--- src/design/pbrm_ring_table.sv ---
// Ring descriptor memory (read pointer, write pointer, fill) with per-ring valid bits.
`default_nettype none

module pbrm_ring_table #(
    parameter int PAIR_COUNT = 4,
    parameter int RING_DEPTH = 4096,
    localparam int PAIR_W = (PAIR_COUNT > 1) ? $clog2(PAIR_COUNT) : 1,
    localparam int RING_W = PAIR_W + 1,
    localparam int PTR_W  = $clog2(RING_DEPTH),
    localparam int CNT_W  = $clog2(RING_DEPTH + 1)
) (
    input  logic              clk,
    input  logic              rst_n,
    input  logic              rd_en,
    input  logic [RING_W-1:0] rd_ring,
    output logic [PTR_W-1:0]  rd_rp,
    output logic [PTR_W-1:0]  rd_wp,
    output logic [CNT_W-1:0]  rd_fill,
    input  logic              wr_en,
    input  logic [RING_W-1:0] wr_ring,
    input  logic [PTR_W-1:0]  wr_rp,
    input  logic [PTR_W-1:0]  wr_wp,
    input  logic [CNT_W-1:0]  wr_fill,
    input  logic              clr_en,
    input  logic [PAIR_W-1:0] clr_pair
);
    localparam int RING_COUNT = 2 * PAIR_COUNT;
    localparam int DESC_W     = 2 * PTR_W + CNT_W;

    logic [DESC_W-1:0]     desc_mem [RING_COUNT];
    logic [DESC_W-1:0]     desc_rd_reg;
    logic [RING_COUNT-1:0] valid_reg;
    logic                  hit_reg;

    // an invalid ring reads as empty with both pointers at zero
    always_ff @(posedge clk or negedge rst_n)
    begin
        if (!rst_n)
        begin
            valid_reg <= '0;
            hit_reg   <= 1'b0;
        end
        else
        begin
            if (clr_en)
            begin
                valid_reg[{clr_pair, 1'b0}] <= 1'b0;
                valid_reg[{clr_pair, 1'b1}] <= 1'b0;
            end
            if (wr_en)
            begin
                valid_reg[wr_ring] <= 1'b1;
            end
            if (rd_en)
            begin
                hit_reg <= valid_reg[rd_ring];
            end
        end
    end

    always_ff @(posedge clk)
    begin
        if (wr_en)
        begin
            desc_mem[wr_ring] <= {wr_rp, wr_wp, wr_fill};
        end
        if (rd_en)
        begin
            desc_rd_reg <= desc_mem[rd_ring];
        end
    end

    assign {rd_rp, rd_wp, rd_fill} = hit_reg ? desc_rd_reg : '0;

endmodule

`default_nettype wire

--- config.mk ---
export PLATFORM = sky130hd
export DESIGN_NAME = pbrm_ring_table
export DESIGN_NICKNAME = d
export VERILOG_FILES = /design/src/design/pbrm_ring_table.sv
export SDC_FILE = /design/constraint.sdc
export NUM_CORES = 1
export LEC_CHECK = 0
export ABC_CLOCK_PERIOD_IN_PS = 2200
export BUFFER_PORTS_ARGS = -buffer_cell sky130_fd_sc_hd__buf_4
export CORE_MARGIN = 5
export CORE_UTILIZATION = 34
export DETAILED_ROUTE_END_ITERATION = 10
export GPL_ROUTABILITY_DRIVEN = 0
export PLACE_DENSITY = 0.53
export SLEW_MARGIN = 20
export SYNTH_ARGS = -nofsm -noshare
export SYNTH_HDL_FRONTEND = slang
export SYNTH_SLANG_ARGS = --single-unit
--- constraint.sdc ---
create_clock -name clk -period 2.2 [get_ports clk]
set_input_delay 0.66 -clock clk [delete_from_list [all_inputs] [get_ports clk]]
set_output_delay 0.66 -clock clk [all_outputs]
set_load 0.03 [all_outputs]
==> results.md <==
- Status: completed
- H-tree depth: 2
- Sw power: 3090 uW
- Layout Skew: 9.44 ps
- Met1 WL: 11,600 um
- Vert. Die Dim: 205 um
- Minimum clock period after layout: 2110 ps
- Slew Viols, Final: 0
- Total Power: 14,300 uW
- Primary FF master, synth: edfxtp_1
- Critical path arrival: 1450 ps
- Startpoint types: register
- Sequential share of the synthesized area: 0.790
- Max layer used: met5
- Distinct cells, synth: 23
- Gate power share: 0.093
- Clock sinks: 342
- Post-Layout Cell Count: 1,211
- Root Driver: clkbuf_16
- CTS tree: built
- Least-Margin Pin Slew: 402 ps
- Post-DP HPWL: 15,300 um
- DIE WIDTH: 205 um
- Worst R2R Setup Slack: 810 ps
- Peak supply drop: 0.416 mV
- Top cell type's share of synthesized area: 0.772
- Max Cap Viol: 0
- Antenna violations before repair: 2
- Clk pwr share: 0.381
- Syn Nets: 599
- Share of layout cells above drive strength 1: 0.403
- RSZ-0062 raised after global routing: no
- Final Cycle Share: 0.961
- # IOs: 87
- Setup bufs post-CTS: 0
- Crit path kind: reg2out
- Pwr Density: 915 nW/um2
- Routed WL: 27,200 um
- GR Overflow Total: 0
- Finished Cell Area: 15,600 um2
- Largest net degree at the start of global routing: 39
- Relative slew slack: 0.732
- Final Setup Violations: 0
- P&R area growth vs syn: 20.7%
- Min-delay worst type: in2reg
- EDFF count, synth: 333
- Yosys top cell by area: edfxtp_1
- Via density per instance: 4.74
- Worst Path Max Fanout: 24
- Mean Syn Cell Area: 23.6 um2
- Final Hold Violating Endpoints: 0
- Via count: 5,736
- Top post-synthesis cells by area: edfxtp_1 77%, mux4_2 13%, mux2_2 2.5%, and2_1 1.8%, dfrtp_1 1.7%
- Starting DRT DRC Count: 340
- WL met2: 13,800 um
- Synth async-reset ratio: 0.0263
- Full die area: 42,100 um2
- Crit. End Element: primary output
- Internal power: 11,200 uW
- Area of the multi-input gates: 2640 um2
- Synth warn: 0
- Final net count: 727
- Post-Syn Area: 12,900 um2
- Final WS setup: 85.4 ps
- Core footprint: 37,700 um2
- Pre-CTS setup slack: 71.0 ps
- Fmax: 0.473 GHz
- Clock-pin slew on the worst setup and hold paths: 60 ps
- Placed cells: 1,149
- WL met3: 1360 um
- Routed WL per cell: 22.4 um
- CTS Buffer Depth: 3
- Fillers: 3,336
- Synth Register Bits: 342
- Vias in the first global route: 6,318
- Initial Util: 0.344
- First-pass DRT Iterations: 4
- Worst EP required: 1540 ps
- Fin Setup TNS: 0 ps
- Static Leakage: 0.00521 uW
- N_diodes: 0
- Synthesized instance count: 549
- Standard-cell rows: 71
- PortBufs: 86
- Aggregate global-route resource usage: 0.130
- CTS buffer count: 36
- Sequential share of power: 0.526
- Largest register FFs: 296
- Drt drc: 0
- Area after DPL: 14,600 um2
- Clk_lat worst skew: 500 ps
- Antenna viol nets, final: 0
- Global-route wire length before repair: 40,400 um
- Switching part of the total power: 0.216
- Sequential Area: 10,200 um2
==> Yosys cell counts (2+ instances only) <==
library cell / number
a21o_1: 6
dfrtp_1: 9
buf_12: 2
buf_1: 7
mux2_4: 8
and2_1: 37
o21ai_0: 3
mux2_2: 29
clkbuf_1: 7
buf_2: 7
mux2i_1: 5
nand2_1: 3
nor3_1: 2
nor2_1: 6
nand2b_1: 4
edfxtp_1: 333
mux4_2: 75
==> power by group through the flow <==
| stage | Sequential (uW) | Clock, uW | Combinational (uW) |
|---|---|---|---|
| 4_1_cts | 7520 | 5620 | 1370 |
| 3_3_place_gp | 7640 | 0 | 1320 |
| 3_5_place_dp | 7660 | 0 | 1350 |
| 2_1_floorplan | 7620 | 0 | 778 |
| 6_report | 7520 | 5460 | 1320 |
| 5_1_grt | 7540 | 5900 | 1430 |
==> cells in the final DEF (no fill, tap or decap), types with 2 or more instances in the layout <==
| cell | count |
|---|---|
| edfxtp_1 | 333 |
| buf_4 | 96 |
| mux4_2 | 75 |
| and2_1 | 37 |
| clkbuf_16 | 37 |
| mux2_2 | 29 |
| buf_12 | 15 |
| mux2_4 | 8 |
| clkbuf_1 | 8 |
| clkinv_1 | 8 |
| dfrtp_1 | 8 |
| nor2_4 | 6 |
| a21o_1 | 6 |
| clkinv_2 | 6 |
| mux2i_1 | 5 |
| nand2_1 | 3 |
| nand2b_1 | 3 |
| o21ai_0 | 3 |
| nor3_4 | 2 |
| buf_6 | 2 |
==> what timing repair did <==
action | 4_1_cts | 5_1_grt
gates cloned | 0 | 0
hold endpoints to repair | 9 | 0
pin swaps | 0 | 0
resized for setup | 1 | 2
hold buffers | 1 | 0
endpoints found under the setup margin | 24 | 4
==> kinds of logic after synthesis <==
logic type	synth area share
mux	0.169
buf+inv	0.0122
flops	0.790
simple gates	0.0248
compound gates	0.00464
==> routing by layer <==
layer	global-route usage	up-vias
li1	-	2536
met1	0.172	3034
met2	0.224	125
met3	0.0293	39
met4	0.0280	2
met5	0	-
==> worst max-delay path, cell delays in order, from the launching register on <==
cell and delay, ps:
dfrtp_2 420, buf_8 160, and2_1 180, buf_4 170
==> worst paths after layout <==
check,start,endpoint,depth (start not counted)
max,hit_reg,rd_wp[6],3
min in group asynchronous,rst_n,valid_reg[5],2
max reg2reg,desc_mem[3][6],desc_rd_reg[6],2
min reg2reg,valid_reg[0],valid_reg[0],1
max in group asynchronous,rst_n,hit_reg,2
min,wr_rp[6],desc_mem[2][31],1
==> layout make-up <==
type	count	area share
inverter	1	0.000240
tap	511	0.0409
sequential	342	0.654
clock inverter	16	0.00632
clock buffer	45	0.0611
multi-input combinational	181	0.169
timing repair buffer	115	0.0683
==> stage by stage <==
stage | utilization | hold slack, ps
6_report | 0.415 | 386
3_3_place_gp | 0.387 | 461
3_5_place_dp | 0.387 | 470
4_1_cts | 0.415 | 364
2_1_floorplan | - | 364
5_1_grt | 0.415 | 370
(Power assumes the default switching activity.)
